[config.mk]
export PLATFORM = sky130hd
export DESIGN_NAME = lru_key_value_cache
export DESIGN_NICKNAME = d
export VERILOG_FILES = /design/src/lkv_pkg.sv /design/src/lkv_ram.sv /design/src/lkv_scan.sv /design/src/lru_key_value_cache.sv
export SDC_FILE = /design/constraint.sdc
export NUM_CORES = 1
export LEC_CHECK = 0
export BUFFER_PORTS_ARGS = -buffer_cell sky130_fd_sc_hd__buf_2
export CORE_ASPECT_RATIO = 0.5
export CORE_UTILIZATION = 25
export DETAILED_ROUTE_END_ITERATION = 12
export GPL_ROUTABILITY_DRIVEN = 0
export PLACE_DENSITY_LB_ADDON = 0.2
export SETUP_SLACK_MARGIN = 0.1
export SYNTH_ARGS = -nofsm -noshare
export SYNTH_HDL_FRONTEND = slang
export SYNTH_SLANG_ARGS = --single-unit
[constraint.sdc]
create_clock -name clk_i -period 8.35 [get_ports clk_i]
set_input_delay 0.835 -clock clk_i [delete_from_list [all_inputs] [get_ports clk_i]]
set_output_delay 0.835 -clock clk_i [all_outputs]
set_load 0.01 [all_outputs]
[src/lkv_pkg.sv]
// lkv_pkg: shared types and constants of the lru key-value cache
package lkv_pkg;

  localparam int unsigned KEY_W           = 32;
  localparam int unsigned VAL_W           = 32;
  localparam int unsigned CAP_W           = 5;
  localparam int unsigned SLOT_W          = 8;   // wide enough for up to 256 entries
  localparam int unsigned ENTRIES_DEFAULT = 16;

  localparam logic [CAP_W-1:0] CAP_RESET  = 5'd16;
  localparam logic [VAL_W-1:0] MISS_VALUE = 32'hFFFF_FFFF;
  localparam logic [VAL_W-1:0] SET_VALUE  = 32'h0000_0000;

  typedef enum logic {
    FUNC_GET = 1'b0,
    FUNC_SET = 1'b1
  } func_e;

  // outcome of one search pass over the valid entries
  typedef struct packed {
    logic              hit;
    logic [SLOT_W-1:0] hit_slot;
    logic [SLOT_W-1:0] hit_rank;
    logic [VAL_W-1:0]  hit_val;
    logic [SLOT_W-1:0] lru_slot;
    logic [SLOT_W-1:0] lru_rank;
  } scan_res_t;

endpackage

[src/lkv_ram.sv]
// lkv_ram: one-write one-read synchronous memory with registered read data
module lkv_ram #(
  parameter int unsigned WIDTH = 32,
  parameter int unsigned DEPTH = 16
) (
  input  logic                                  clk_i,
  input  logic                                  we_i,
  input  logic [(DEPTH > 1 ? $clog2(DEPTH) : 1)-1:0] waddr_i,
  input  logic [WIDTH-1:0]                      wdata_i,
  input  logic [(DEPTH > 1 ? $clog2(DEPTH) : 1)-1:0] raddr_i,
  output logic [WIDTH-1:0]                      rdata_o
);

  logic [WIDTH-1:0] mem_q [DEPTH];
  logic [WIDTH-1:0] rdata_q;

  always_ff @(posedge clk_i) begin
    if (we_i) begin
      mem_q[waddr_i] <= wdata_i;
    end
    rdata_q <= mem_q[raddr_i];
  end

  assign rdata_o = rdata_q;

endmodule

[src/lkv_scan.sv]
// lkv_scan: accumulates key match and least recent entry over a search pass
module lkv_scan #(
  parameter int unsigned IDX_W = 4
) (
  input  logic                      clk_i,
  input  logic                      rst_ni,
  input  logic                      clear_i,
  input  logic                      valid_i,
  input  logic [IDX_W-1:0]          idx_i,
  input  logic [lkv_pkg::KEY_W-1:0] key_i,
  input  logic [lkv_pkg::KEY_W-1:0] key_rd_i,
  input  logic [lkv_pkg::VAL_W-1:0] val_rd_i,
  input  logic [IDX_W-1:0]          rank_rd_i,
  output lkv_pkg::scan_res_t        res_o
);

  logic                      hit_q, hit_d;
  logic [IDX_W-1:0]          hit_slot_q, hit_slot_d;
  logic [IDX_W-1:0]          hit_rank_q, hit_rank_d;
  logic [lkv_pkg::VAL_W-1:0] hit_val_q, hit_val_d;
  logic [IDX_W-1:0]          lru_slot_q, lru_slot_d;
  logic [IDX_W-1:0]          lru_rank_q, lru_rank_d;

  always_comb begin
    hit_d      = hit_q;
    hit_slot_d = hit_slot_q;
    hit_rank_d = hit_rank_q;
    hit_val_d  = hit_val_q;
    lru_slot_d = lru_slot_q;
    lru_rank_d = lru_rank_q;
    if (clear_i) begin
      hit_d      = 1'b0;
      lru_slot_d = '0;
      lru_rank_d = '0;
    end else if (valid_i) begin
      // first match wins, keys are unique anyway
      if (!hit_q && key_rd_i == key_i) begin
        hit_d      = 1'b1;
        hit_slot_d = idx_i;
        hit_rank_d = rank_rd_i;
        hit_val_d  = val_rd_i;
      end
      // strictly larger rank replaces, so ties keep the lower slot
      if (rank_rd_i > lru_rank_q) begin
        lru_slot_d = idx_i;
        lru_rank_d = rank_rd_i;
      end
    end
  end

  always_ff @(posedge clk_i or negedge rst_ni) begin
    if (!rst_ni) begin
      hit_q      <= 1'b0;
      lru_slot_q <= '0;
      lru_rank_q <= '0;
    end else begin
      hit_q      <= hit_d;
      lru_slot_q <= lru_slot_d;
      lru_rank_q <= lru_rank_d;
    end
  end

  always_ff @(posedge clk_i) begin
    hit_slot_q <= hit_slot_d;
    hit_rank_q <= hit_rank_d;
    hit_val_q  <= hit_val_d;
  end

  always_comb begin
    res_o.hit      = hit_q;
    res_o.hit_slot = lkv_pkg::SLOT_W'(hit_slot_q);
    res_o.hit_rank = lkv_pkg::SLOT_W'(hit_rank_q);
    res_o.hit_val  = hit_val_q;
    res_o.lru_slot = lkv_pkg::SLOT_W'(lru_slot_q);
    res_o.lru_rank = lkv_pkg::SLOT_W'(lru_rank_q);
  end

endmodule

[src/lru_key_value_cache.sv]
// lru_key_value_cache: fully associative key-value store with lru replacement
//
//   channel   dir  handshake                      payload
//   s_axis    in   s_axis_tvalid / s_axis_tready  tdata: key, value; tuser: func
//   m_axis    out  m_axis_tvalid / m_axis_tready  tdata: read_value; tuser: hit, evicted
//   cfg       in   cfg_valid_i / cfg_ready_o      cfg_data_i: cache_capacity
//
// an item runs two passes over the entry memories at one entry per cycle: a search
// pass over keys, values and ranks, then a read-modify-write pass over the rank memory
// that also covers a newly added entry and that a get miss skips; an empty cache
// skips the search pass and its drain state
// one item is in work at a time; a finished result waits in the output register
// while the next item is taken, and the block stalls only before loading it
// reset clears occupancy and sets capacity to 16; memories are not cleared
// cfg_ready_o is always high; write it only while the block is idle
module lru_key_value_cache #(
  parameter int unsigned ENTRIES = lkv_pkg::ENTRIES_DEFAULT
) (
  input  logic                      clk_i,
  input  logic                      rst_ni,
  // input items
  input  logic                      s_axis_tvalid,
  output logic                      s_axis_tready,
  input  logic [63:0]               s_axis_tdata,   // [31:0] key, [63:32] value
  input  logic [0:0]                s_axis_tuser,   // [0] func
  // results
  output logic                      m_axis_tvalid,
  input  logic                      m_axis_tready,
  output logic [31:0]               m_axis_tdata,   // [31:0] read_value
  output logic [1:0]                m_axis_tuser,   // [0] hit, [1] evicted
  // capacity register
  input  logic                      cfg_valid_i,
  output logic                      cfg_ready_o,
  input  logic [lkv_pkg::CAP_W-1:0] cfg_data_i
);

  localparam int unsigned IDX_W = (ENTRIES > 1) ? $clog2(ENTRIES) : 1;
  localparam int unsigned OCC_W = $clog2(ENTRIES + 1);
  localparam int unsigned CMP_W = (OCC_W > lkv_pkg::CAP_W) ? OCC_W : lkv_pkg::CAP_W;

  typedef enum logic [6:0] {
    ST_IDLE   = 7'b0000001,
    ST_SCAN   = 7'b0000010,  // issue key/value/rank reads
    ST_SDRAIN = 7'b0000100,  // last search read returns
    ST_DECIDE = 7'b0001000,  // pick target slot, write key/value
    ST_PROM   = 7'b0010000,  // rank read-modify-write pass
    ST_PDRAIN = 7'b0100000,  // last rank write
    ST_FINISH = 7'b1000000   // hand result to output register
  } state_e;

  state_e                    state_q, state_d;
  logic [OCC_W-1:0]          occ_q, occ_d;
  logic [lkv_pkg::CAP_W-1:0] cap_q;
  logic [IDX_W-1:0]          idx_q, idx_d;
  logic [OCC_W-1:0]          bound_q, bound_d;
  logic                      iss_v_q;
  logic [IDX_W-1:0]          iss_idx_q;

  lkv_pkg::func_e            op_q;
  logic [lkv_pkg::KEY_W-1:0] key_q;
  logic [lkv_pkg::VAL_W-1:0] val_q;
  logic [IDX_W-1:0]          tgt_q, tgt_d;
  logic [IDX_W-1:0]          trank_q, trank_d;
  logic                      res_hit_q, res_hit_d;
  logic                      res_ev_q, res_ev_d;
  logic [lkv_pkg::VAL_W-1:0] res_val_q, res_val_d;

  logic                      m_valid_q, m_valid_d;
  logic [31:0]               m_data_q;
  logic [1:0]                m_user_q;

  logic                      in_xfer;
  logic                      last_issue;
  logic                      load_out;
  logic                      scan_valid;
  lkv_pkg::scan_res_t        scan_res;

  logic                      kv_we_key, kv_we_val;
  logic [IDX_W-1:0]          kv_waddr;
  logic [lkv_pkg::KEY_W-1:0] key_rd;
  logic [lkv_pkg::VAL_W-1:0] val_rd;
  logic                      rank_we;
  logic [IDX_W-1:0]          rank_wdata;
  logic [IDX_W-1:0]          rank_rd;

  logic [CMP_W-1:0]          cap_ext, cap_eff, occ_ext;
  logic                      room;

  assign s_axis_tready = (state_q == ST_IDLE);
  assign in_xfer       = s_axis_tvalid && s_axis_tready;
  assign cfg_ready_o   = 1'b1;
  assign last_issue    = (OCC_W'(idx_q) + OCC_W'(1)) == bound_q;
  assign load_out      = (state_q == ST_FINISH) && (!m_valid_q || m_axis_tready);
  assign scan_valid    = iss_v_q && (state_q == ST_SCAN || state_q == ST_SDRAIN);

  // effective capacity: at least one, at most the number of entries
  always_comb begin
    cap_ext = CMP_W'(cap_q);
    occ_ext = CMP_W'(occ_q);
    if (cap_ext == '0) begin
      cap_eff = CMP_W'(1);
    end else if (cap_ext > CMP_W'(ENTRIES)) begin
      cap_eff = CMP_W'(ENTRIES);
    end else begin
      cap_eff = cap_ext;
    end
    room = occ_ext < cap_eff;
  end

  // control sequencer
  always_comb begin
    state_d   = state_q;
    occ_d     = occ_q;
    idx_d     = idx_q;
    bound_d   = bound_q;
    tgt_d     = tgt_q;
    trank_d   = trank_q;
    res_hit_d = res_hit_q;
    res_ev_d  = res_ev_q;
    res_val_d = res_val_q;
    kv_we_key = 1'b0;
    kv_we_val = 1'b0;
    kv_waddr  = tgt_q;
    unique case (state_q)
      ST_IDLE: begin
        if (in_xfer) begin
          idx_d   = '0;
          bound_d = occ_q;
          state_d = (occ_q == '0) ? ST_DECIDE : ST_SCAN;
        end
      end
      ST_SCAN: begin
        if (last_issue) begin
          state_d = ST_SDRAIN;
        end else begin
          idx_d = idx_q + IDX_W'(1);
        end
      end
      ST_SDRAIN: begin
        state_d = ST_DECIDE;
      end
      ST_DECIDE: begin
        idx_d     = '0;
        res_hit_d = scan_res.hit;
        res_ev_d  = 1'b0;
        bound_d   = occ_q;
        if (op_q == lkv_pkg::FUNC_GET) begin
          if (scan_res.hit) begin
            res_val_d = scan_res.hit_val;
            tgt_d     = scan_res.hit_slot[IDX_W-1:0];
            trank_d   = scan_res.hit_rank[IDX_W-1:0];
            state_d   = ST_PROM;
          end else begin
            res_val_d = lkv_pkg::MISS_VALUE;
            state_d   = ST_FINISH;
          end
        end else begin
          res_val_d = lkv_pkg::SET_VALUE;
          kv_we_val = 1'b1;
          state_d   = ST_PROM;
          if (scan_res.hit) begin
            tgt_d   = scan_res.hit_slot[IDX_W-1:0];
            trank_d = scan_res.hit_rank[IDX_W-1:0];
          end else if (room) begin
            // new entry enters as least recent, then gets promoted
            kv_we_key = 1'b1;
            tgt_d     = occ_q[IDX_W-1:0];
            trank_d   = occ_q[IDX_W-1:0];
            occ_d     = occ_q + OCC_W'(1);
            bound_d   = occ_q + OCC_W'(1);
          end else begin
            kv_we_key = 1'b1;
            tgt_d     = scan_res.lru_slot[IDX_W-1:0];
            trank_d   = scan_res.lru_rank[IDX_W-1:0];
            res_ev_d  = 1'b1;
          end
          kv_waddr = tgt_d;
        end
      end
      ST_PROM: begin
        if (last_issue) begin
          state_d = ST_PDRAIN;
        end else begin
          idx_d = idx_q + IDX_W'(1);
        end
      end
      ST_PDRAIN: begin
        state_d = ST_FINISH;
      end
      ST_FINISH: begin
        if (load_out) begin
          state_d = ST_IDLE;
        end
      end
      default: begin
        state_d = ST_IDLE;
      end
    endcase
  end

  // rank update: target goes to zero, younger-than-target entries age by one
  always_comb begin
    rank_we = iss_v_q && (state_q == ST_PROM || state_q == ST_PDRAIN);
    if (iss_idx_q == tgt_q) begin
      rank_wdata = '0;
    end else if (rank_rd < trank_q) begin
      rank_wdata = rank_rd + IDX_W'(1);
    end else begin
      rank_wdata = rank_rd;
    end
  end

  always_comb begin
    m_valid_d = m_valid_q;
    if (m_valid_q && m_axis_tready) begin
      m_valid_d = 1'b0;
    end
    if (load_out) begin
      m_valid_d = 1'b1;
    end
  end

  always_ff @(posedge clk_i or negedge rst_ni) begin
    if (!rst_ni) begin
      state_q   <= ST_IDLE;
      occ_q     <= '0;
      cap_q     <= lkv_pkg::CAP_RESET;
      idx_q     <= '0;
      bound_q   <= '0;
      iss_v_q   <= 1'b0;
      m_valid_q <= 1'b0;
    end else begin
      state_q   <= state_d;
      occ_q     <= occ_d;
      idx_q     <= idx_d;
      bound_q   <= bound_d;
      iss_v_q   <= (state_q == ST_SCAN) || (state_q == ST_PROM);
      m_valid_q <= m_valid_d;
      if (cfg_valid_i && cfg_ready_o) begin
        cap_q <= cfg_data_i;
      end
    end
  end

  always_ff @(posedge clk_i) begin
    iss_idx_q <= idx_q;
    tgt_q     <= tgt_d;
    trank_q   <= trank_d;
    res_hit_q <= res_hit_d;
    res_ev_q  <= res_ev_d;
    res_val_q <= res_val_d;
    if (in_xfer) begin
      op_q  <= lkv_pkg::func_e'(s_axis_tuser[0]);
      key_q <= s_axis_tdata[31:0];
      val_q <= s_axis_tdata[63:32];
    end
    if (load_out) begin
      m_data_q <= res_val_q;
      m_user_q <= {res_ev_q, res_hit_q};
    end
  end

  assign m_axis_tvalid = m_valid_q;
  assign m_axis_tdata  = m_data_q;
  assign m_axis_tuser  = m_user_q;

  // entry memories, all read at the pass index
  lkv_ram #(
    .WIDTH (lkv_pkg::KEY_W),
    .DEPTH (ENTRIES)
  ) u_key_ram (
    .clk_i   (clk_i),
    .we_i    (kv_we_key),
    .waddr_i (kv_waddr),
    .wdata_i (key_q),
    .raddr_i (idx_q),
    .rdata_o (key_rd)
  );

  lkv_ram #(
    .WIDTH (lkv_pkg::VAL_W),
    .DEPTH (ENTRIES)
  ) u_val_ram (
    .clk_i   (clk_i),
    .we_i    (kv_we_val),
    .waddr_i (kv_waddr),
    .wdata_i (val_q),
    .raddr_i (idx_q),
    .rdata_o (val_rd)
  );

  // rank pass reads entry i while writing back entry i-1
  lkv_ram #(
    .WIDTH (IDX_W),
    .DEPTH (ENTRIES)
  ) u_rank_ram (
    .clk_i   (clk_i),
    .we_i    (rank_we),
    .waddr_i (iss_idx_q),
    .wdata_i (rank_wdata),
    .raddr_i (idx_q),
    .rdata_o (rank_rd)
  );

  lkv_scan #(
    .IDX_W (IDX_W)
  ) u_scan (
    .clk_i     (clk_i),
    .rst_ni    (rst_ni),
    .clear_i   (in_xfer),
    .valid_i   (scan_valid),
    .idx_i     (iss_idx_q),
    .key_i     (key_q),
    .key_rd_i  (key_rd),
    .val_rd_i  (val_rd),
    .rank_rd_i (rank_rd),
    .res_o     (scan_res)
  );

`ifndef SYNTH
  // a result only appears after the sequencer finished an item
  assert property (@(posedge clk_i) disable iff (!rst_ni)
    $rose(m_axis_tvalid) |-> $past(state_q == ST_FINISH))
    else $error("result loaded outside finish");

  // an eviction only happens on a miss
  assert property (@(posedge clk_i) disable iff (!rst_ni)
    m_axis_tvalid |-> !(m_axis_tuser[0] && m_axis_tuser[1]))
    else $error("eviction flagged on a hit");

  // occupancy moves only when a slot is picked
  assert property (@(posedge clk_i) disable iff (!rst_ni)
    (occ_q != $past(occ_q)) |-> $past(state_q == ST_DECIDE))
    else $error("occupancy changed outside decide");

  // rank write-back never hits the entry being read
  assert property (@(posedge clk_i) disable iff (!rst_ni)
    (rank_we && state_q == ST_PROM) |-> (iss_idx_q != idx_q))
    else $error("rank read and write collide");
`endif

endmodule

# [Word level (Yosys, flattened, before mapping)]
# Memory sizes are Yosys's and may differ from the RTL's. A register that Yosys moved wholly into a read port is not among the register bits.
# Cells that the tools add are included.
[word_totals] input_bits=75 memories=3 ram_bits=1088 elab_cells=136 ff_bits=222 output_inout_bits=37
[classes] bitwise=2 eq_ne=15 order_cmp=4 add_sub_neg=4 n_mux=54 n_reduce_logical=30
[memory_table] memory="u_key_ram.mem_q" depth=16 width=32 rd=1 rd_ports_with_merged_regs=1 wr=1 line="lkv_ram.sv:14" rtl="logic [WIDTH-1:0] mem_q [DEPTH];"
[memory_table] memory="u_val_ram.mem_q" depth=16 width=32 rd=1 rd_ports_with_merged_regs=1 wr=1 line="lkv_ram.sv:14"
[memory_table] memory="u_rank_ram.mem_q" depth=16 width=4 rd=1 rd_ports_with_merged_regs=1 wr=1 line="lkv_ram.sv:14"
[ops] op="4-bit two-way mux" count=21
[ops] op="7-bit one-hot mux with 7 select lines" count=1
[ops] op="7-bit two-way mux" count=6
[ops] op="32-bit equality test" count=1
[ops] op="32-bit two-way mux" count=1
[ops] op="5-bit two-way mux" count=6
[ops] op="1-bit two-way mux" count=17
[ops] op="4-bit one-hot mux with 3 select lines" count=1
[ops] op="2-bit nonzero test" count=6
[ops] op="5-bit zero test" count=2
[ops] op="5-bit one-hot mux with 2 select lines" count=1
[ops] op="4-bit by 1-bit adder with 4-bit output, second input constant" count=2
[ops] op="2-bit inequality test, second input constant" count=4
[ops] op="2-bit AND reduction" count=4
[ops] op="7-bit by 1-bit equality test with 1-bit output, second input constant" count=1
[ops] op="7-bit by 2-bit equality test with 1-bit output, second input constant" count=1
[ops] op="7-bit by 3-bit equality test with 1-bit output, second input constant" count=1
[ops] op="7-bit by 4-bit equality test with 1-bit output, second input constant" count=1
[ops] op="7-bit by 5-bit equality test with 1-bit output, second input constant" count=1
[ops] op="7-bit by 6-bit equality test with 1-bit output, second input constant" count=1
[ops] op="7-bit equality test, second input constant" count=1
[ops] op="1-bit logical AND" count=6
[ops] op="3-bit AND reduction" count=2
[ops] op="4-bit by 1-bit adder with 5-bit output, second input constant" count=1
[ops] op="14 further kinds" count=20

# [Depth between registers and ports, before layout]
# Gate-level depths: netlist of the first run.
[logic_depth] depth_word=8 mapped_depth=10 ltp_nobuf=9

# [Cells and area by module]
# From an unflattened synthesis of the first run, not the netlist that was laid out.
[unflattened] hier_cells=2420 hier_area_um2=51369.3
[by_module_without_submodules] module="lkv_ram (u_val_ram)" instances=1 cells_per_inst=838 seq_area_each_um2=16015.4 area_per_inst_um2=19854.0
[by_module_without_submodules] module="lkv_ram (u_key_ram)" instances=1 cells_per_inst=838 seq_area_each_um2=16015.4 area_per_inst_um2=19835.3
[by_module_without_submodules] module="lru_key_value_cache" instances=1 cells_per_inst=460 seq_area_each_um2=5017.3 area_per_inst_um2=6776.5
[by_module_without_submodules] module="lkv_ram (u_rank_ram)" instances=1 cells_per_inst=130 seq_area_each_um2=2001.9 area_per_inst_um2=2666.3
[by_module_without_submodules] module="lkv_scan" instances=1 cells_per_inst=154 seq_area_each_um2=1426.4 area_per_inst_um2=2237.1

# [Least setup slack after synthesis of the first run]
# Ideal clock, no wire load.
[synth_timing] path_type="reg-to-reg" start="register cap_q, in the netlist cap_ext[4]" end="memory u_val_ram.mem_q[13][0] (enable)" setup_slack_ps=4244 path_buffers=0 setup_ps=421 path_stages_with_launch=9 t_required_ps=7929 arrival_ps=3685 period_less_slack_ps=4106 cell_sequence="dfstp_2 inv_1 ha_1 and4_1 a211oi_1 a21boi_0 o311ai_0 nand3_1 nor2_1"
[synth_via] elab_chain_len=8 word_cells_on_any_way=9 cone_classes="2 x order compare; 6 x mux; 1 x reduce/logical"
[synth_rtl] item="start, declared" line="lru_key_value_cache.sv:53" rtl="logic [lkv_pkg::CAP_W-1:0] cap_q;"
[synth_rtl] item="start signal, assigned" line="lru_key_value_cache.sv:227" rtl="cap_q <= lkv_pkg::CAP_RESET;"
[synth_rtl] item="start signal, assigned" line="lru_key_value_cache.sv:240" rtl="cap_q <= cfg_data_i;"
[synth_rtl] item="5-bit greater-than comparator" line="lru_key_value_cache.sv:102" rtl="end else if (cap_ext > CMP_W'(ENTRIES)) begin"
[synth_rtl] item="5-bit two-way mux" line="lru_key_value_cache.sv:102"
[synth_rtl] item="5-bit two-way mux *" line="lru_key_value_cache.sv:100" rtl="if (cap_ext == '0) begin"
[synth_rtl] item="5-bit less-than comparator *" line="lru_key_value_cache.sv:107" rtl="room = occ_ext < cap_eff;"
[synth_rtl] item="4-bit two-way mux *" line="lru_key_value_cache.sv:164" rtl="end else if (room) begin"
[synth_rtl] item="4-bit two-way mux *" line="lru_key_value_cache.sv:161" rtl="if (scan_res.hit) begin"
[synth_rtl] item="4-bit two-way mux *" line="lru_key_value_cache.sv:147" rtl="if (op_q == lkv_pkg::FUNC_GET) begin"
[synth_rtl] item="4-bit two-way mux *" line="lru_key_value_cache.sv:124" rtl="unique case (state_q)"
[synth_rtl] item="end, declared" line="lkv_ram.sv:14"
# Mark *: on every way between the ends. The rest lies on a longest branch, timed or not.

# [Worst setup path in the final report of the first run]
[layout_timing] start="register cap_q, in the netlist cap_ext[4]" end="memory u_val_ram.mem_q[1][11] (enable)"
# Same word-level chain as after synthesis.

==> results of run 1 <==
area by class of cell:
class                   count  area (µm²)  area share (%)
flip-flops and latches   1378       40500            67.6
multi-input cells         718       10300            17.2
clock buffers             199        3940            6.58
well taps                2714        3400            5.67
repair buffers            168         998            1.67
clock inverters            58         546           0.911
inverters                  59         224           0.374
diodes                      1        2.50         0.00418
logic make-up (layout without fill, tap and decap cells):
| logic type | count (synthesis) | after routing |
|---|---|---|
| DFF | 1378 | 1378 |
| other | 1 | 2 |
| adders and majority gates | 15 | 15 |
| and+or+nand+nor | 191 | 191 |
| AOI/OAI and AO/OA | 107 | 107 |
| xor gates and xnor gates | 50 | 50 |
| muxes | 354 | 354 |
| buffers and inverters | 159 | 484 |
power breakdown:
group	leakage, nW	total, W	switching, W	internal [W]
sequential	12.5	0.00862	0.000460	0.00816
combinational	3.60	0.00179	0.000932	0.000862
clock	2.18	0.00616	0.00259	0.00357
total	18.3	0.0166	0.00398	0.0126
state kept, by name, indices dropped and copies added, names as in the netlist, 4 cells and up:
| register | count |
|---|---|
| key_q | 32 |
| u_rank_ram.mem_q | 64 |
| u_key_ram.mem_q | 512 |
| val_q | 32 |
| u_val_ram.rdata_o | 32 |
| u_scan.lru_slot_q | 4 |
| u_scan.lru_rank_q | 4 |
| bound_q | 5 |
| occ_ext | 5 |
| m_axis_tdata | 32 |
| idx_q | 4 |
| u_key_ram.rdata_o | 32 |
| trank_q | 4 |
| u_scan.hit_val_q | 32 |
| u_scan.hit_rank_q | 4 |
| state_q | 7 |
| u_rank_ram.rdata_o | 4 |
| res_val_q | 32 |
| cap_ext | 5 |
| u_scan.hit_slot_q | 4 |
| iss_idx_q | 4 |
| u_val_ram.mem_q | 512 |
| tgt_q | 4 |
synth_stat cells (all sizes together) (3+ instances only):
cell type / number
a211oi: 3
a21o: 10
a21oi: 40
a31o: 3
a31oi: 3
and3: 5
buf: 40
clkbuf: 60
dfrtp: 35
dfxtp: 72
edfxtp: 1269
ha: 15
inv: 59
mux2: 10
mux2i: 4
mux4: 340
nand2: 32
nand2b: 7
nand3: 23
nand4: 10
nor2: 71
nor2b: 4
nor3: 14
nor3b: 4
nor4: 5
o21a: 3
o21ai: 26
o22ai: 3
or4: 3
xnor2: 40
xor2: 10
per-stage QoR:
step / utilization, % / worst slack [ns] / instance area (µm²)
global placement: 27.5 / 4.29 / 55400
detailed placement: 27.5 / 4.32 / 55400
finish: 29.7 / 4.25 / 59900
global route: 29.7 / 4.02 / 59900
CTS: 29.7 / 4.27 / 59900
floorplan: - / 4.24 / 51100
layout by cell type (no fill, tap or decap), drive strengths merged, types with 4 or more instances in the layout:
master / instances
edfxtp: 1269
mux4: 340
clkbuf: 199
buf: 168
dfxtp: 72
nor2: 71
inv: 62
clkinv: 42
xnor2: 40
a21oi: 40
dfrtp: 35
nand2: 32
o21ai: 26
nand3: 23
ha: 15
nor3: 14
xor2: 10
a21o: 10
nand4: 10
mux2: 10
bufinv: 9
nand2b: 7
and3: 5
nor4: 5
mux2i: 4
nor3b: 4
nor2b: 4
clkinvlp: 4
critical path, delay by kind of cell (launching register included):
family          cells  cell delay (ns)
simple gates        3             0.86
flops               1             0.54
buf+inv             2             0.64
fa+ha+maj           1             0.35
compound gates      3             1.29
path summary, 6_finish.rpt:
path | slack (ns) | to | startpoint | cells after the start
min in group clk_i | 0.24 | val_q[15] | s_axis_tdata[47] | 1
max in group asynchronous | 7.46 | idx_q[3] | rst_ni | 1
worst max register to register | 4.25 | u_val_ram.mem_q[1][11] | cap_ext[4] | 9
worst min-delay path | 0.21 | m_axis_tvalid | rst_ni | 1
worst min register to register | 0.40 | u_scan.hit_val_q[22] | u_val_ram.rdata_o[22] | 0
worst max-delay path | 4.25 | u_val_ram.mem_q[1][11] | cap_ext[4] | 9
metal layers:
metal	vias to the layer above	GRT usage (%)	share of wire [%]
met5	-	0	0.016
met1	12100	14.8	45
met4	4	2.88	1.8
li1	9777	-	-
met2	351	19.2	50
met3	164	2.12	3.4
==> flow_summary.ini, run 1 <==
[worst_setup_path]
cp-start-kind = flop
cp_slowest_cell = buf_4
worstPathRequired_ns = 8.72
end_kind = flop
cp.arrival_ns = 4.47
path_cells = inv_1 > ha_1 > and4_1 > a211oi_1 > a21boi_0 > o311ai_0 > nand3_1 > nor2_4 > buf_4
setup.worst_path.class = reg -> reg
slowest_delay_ns = 0.56
path_max_fanout = 32

[route]
postRouteAntennaNets = 0
drt-initial-drc-count = 1640
via_per_inst = 4.24
vias = 22400
firstDrtPassIters = 5
totalWireLength_um = 116000
drc = 0
post_drt_wl_per_cell_um = 21.8

[sta]
hold_viol = 0
drv_slew = 0
period_share_pct = 49.1
holdWs_ns = 0.209
setup_violations = 0
fin_skew_ns = 0.0344
period_needed_ns = 4.10
tightestPinTransition_ns = 1.14
fmax_mhz = 244
rsz0062_at_grt = no
setup_tns_ns = 0
relSlewSlack_pct = 23.7

[clocking]
worst_skew_pair.late_latency_ns = 0.77
cts.sinks = 1378
cts_tree = done
hold_buffers = 0
ctsLongestPathBuffers = 3
cts_resized = 0
cts.root.buffer_cell = clkbuf_16
cts_buffers = 140
clk_pin_slew_worst_paths_ns = 0.06
htree_levels = 4
post-cts-setup-buffer-count = 0

[synthesis]
ys_seq_area_share_pct = 79.1
syn-num-nets = 2345
syn_area_um2 = 51100
synth_seq_cells = 1378
synth.area.top_cells = edfxtp_1 (75%), mux4_2 (15%), dfxtp_1 (2.8%), dfrtp_1 (1.7%), xnor2_1 (0.69%)
syn_avg_cell_area_um2 = 22.7
synth_xor_area_share_pct = 0.856
synth.mux.area_fraction_pct = 15.3
synth_edf_count = 1269
synthAdderAreaFrac_pct = 0.367
yosysUniqueCellTypes = 62
synth_ff_type = edfxtp_1
synth_top_family_by_area = multiplexers
synthSimpleGateAreaFrac_pct = 1.85
yosys_warnings = 0
async_flop_share_pct = 2.69
synth_compound_area_share_pct = 1.27
netlist_instances = 2255
synth_area_leader_cell = edfxtp_1
yosysTopAreaCellShare_pct = 74.5

[die]
rows = 116
die_area_um2 = 206000
pin_count = 112
coreArea_um2 = 202000
die_w_um = 642
start_util_pct = 25.4
dieHeight_um = 322

[global_routing]
antenna_found_initial = 3
grt_usage_pct = 11.3
grt_pass1_vias = 24300
grt_max_degree = 131
grt_pass1_wl_um = 169000
gr-total-overflow = 0

[cells_and_area]
instances_no_fill = 5295
drive_above_1_share_pct = 29.6
fillers = 19500
nets = 2555
area_delta_synth_final_pct = 17.1

[worst_hold_path]
hp-class = in -> async

[placement]
dp_hpwl_um = 63700
placed_cells = 5037
place.port_buffers = 110

[job]
drv_cap = 0

[power]
power.leakage_nw = 18.3
vdd_drop_max_mv = 0.207
fin_total_pwr_w = 0.0166
powerDensity_nw_per_um2 = 277

[run_status]
status = completed
Note: power is estimated with default switching activity, not from simulation.
==> inputs of run 2 (changes only) <==
==> constraint.sdc (replaced) <==
create_clock -name clk_i -period 3.8 [get_ports clk_i]
set_input_delay 0.38 -clock clk_i [delete_from_list [all_inputs] [get_ports clk_i]]
set_output_delay 0.38 -clock clk_i [all_outputs]
set_load 0.01 [all_outputs]
==> flow_summary.ini, run 2 (synthesis results as in run 1) <==
[run_status]
status = completed

[placement]
place.port_buffers = 110
placed_cells = 5076
dp_hpwl_um = 66000

[power]
vdd_drop_max_mv = 0.411
fin_total_pwr_w = 0.0369
power.leakage_nw = 19.0
powerDensity_nw_per_um2 = 600

[worst_setup_path]
rr_worst_depth = 8
r2r-start = cap_ext[4]
timing.rr.end = u_val_ram.mem_q[3][1]
crit_end = u_val_ram.mem_q[3][1]
path_cells = inv_1 > ha_1 > and4_1 > a211o_1 > o21ai_0 > a31o_2 > nand2_1 > nor2_2
setup.worst_path.class = reg -> reg
cp.arrival_ns = 3.86
cp-start-kind = flop
end_kind = flop
cp_slowest_cell = nor2_2
reg2reg_slack_ns = 0.31
critPathLaunch = cap_ext[4]
path_max_fanout = 11
worstPathRequired_ns = 4.17
slowest_delay_ns = 0.85

[cells_and_area]
instances_no_fill = 5406
drive_above_1_share_pct = 29.8
layout_commonest_cell = edfxtp_1
antennaDiodeCount = 0
top_regs = u_key_ram.mem_q (512), u_val_ram.mem_q (512), u_rank_ram.mem_q (64)
nets = 2673
layout_common_cells = edfxtp_1 (1269), mux4_2 (340), clkbuf_16 (143)
area_delta_synth_final_pct = 20.4
fin_util_pct = 30.5

[sta]
tightestPinTransition_ns = 1.14
fin_skew_ns = 0.0209
hold_viol = 0
period_needed_ns = 3.49
relSlewSlack_pct = 24.3
setup_violations = 0
fmax_mhz = 287
rsz0062_at_grt = no
period_share_pct = 91.8
drv_slew = 0
setup_tns_ns = 0

[clocking]
cts.root.buffer_cell = clkbuf_16
worst_skew_pair.late_latency_ns = 0.75
cts_buffers = 139
cts_tree = done
ctsLongestPathBuffers = 3
cts.sinks = 1378
clk_pin_slew_worst_paths_ns = 0.06
htree_levels = 4

[die]
rows = 116
pin_count = 112
start_util_pct = 25.4
die_area_um2 = 206000
dieHeight_um = 322
die_w_um = 642
coreArea_um2 = 202000

[job]
drv_cap = 0

[global_routing]
grt_pass1_vias = 25000
antenna_found_initial = 2
grt_usage_pct = 11.6
grt_max_degree = 130
grt_pass1_wl_um = 174000
gr-total-overflow = 0

[route]
firstDrtPassIters = 5
via_per_inst = 4.24
drt-initial-drc-count = 1648
totalWireLength_um = 118000
vias = 22900
drc = 0
postRouteAntennaNets = 0
post_drt_wl_per_cell_um = 21.8

[worst_hold_path]
hp-class = in -> async
==> run 2: metal layers <==
layer,wire (µm),up-vias,track usage (%)
met5,7,-,0
met3,3530,153,1.97
met4,2210,2,3.13
met2,58800,348,19.5
met1,53500,12400,15.3
li1,-,10000,-
==> run 2: repair_timing <==
action / in CTS / in global routing
pin swaps: 1 / 1
gates resized for setup: 0 / 2
hold endpoints to repair: 109 / 0
setup buffers: 0 / 1
gates cloned: 1 / 0
hold buffers: 78 / 0
setup endpoints to repair: 11 / 234
==> run 2: cell type report <==
cell class / instances / area, µm²
clock inverter: 58 / 671
multi-input combinational: 719 / 10300
timing repair buffer: 286 / 2590
clock buffer: 192 / 3860
sequential: 1378 / 40500
inverter: 59 / 224
tap: 2714 / 3400
fill: 19400 / 140000
==> run 2: critical path, delay by kind of cell (launching register included) <==
| kind | cells | cell delay (ns) |
|---|---|---|
| adder cells (fa/ha/maj) | 1 | 0.34 |
| AO/OA/AOI/OAI | 3 | 0.82 |
| buffers and inverters | 1 | 0.08 |
| flip-flops | 1 | 0.53 |
| AND/OR/NAND/NOR | 3 | 1.33 |
==> run 2: how the worst min path moves through the flow <==
| stage | from | to | slack [ns] |
|---|---|---|---|
| 3_3_place_gp | u_val_ram.rdata_o[1] | u_scan.hit_val_q[1] | 0.39 |
| 6_report | rst_ni | m_axis_tvalid | 0.31 |
| 4_1_cts | rst_ni | m_axis_tvalid | 0.27 |
| 2_1_floorplan | rst_ni | bound_q[0] | 0.08 |
| 3_5_place_dp | u_val_ram.rdata_o[3] | u_scan.hit_val_q[3] | 0.39 |
| 5_1_grt | s_axis_tdata[60] | val_q[28] | 0.29 |
==> run 2: report_power, final <==
part / internal [W] / switching [W] / leakage (nW)
logic: 0.00211 / 0.00233 / 4.23
registers: 0.0179 / 0.000827 / 12.5
clock network: 0.00806 / 0.00568 / 2.21
==> run 2: through the flow <==
stage / setup WS [ns] / instance area (µm²) / hold WS (ns)
finish: 0.311 / 61600 / 0.306
global route: 0.126 / 61600 / 0.291
CTS: 0.119 / 61500 / 0.267
detailed placement: 0.0602 / 56200 / 0.389
global placement: 0.0876 / 56200 / 0.387
floorplan: -0.306 / 51200 / 0.0844
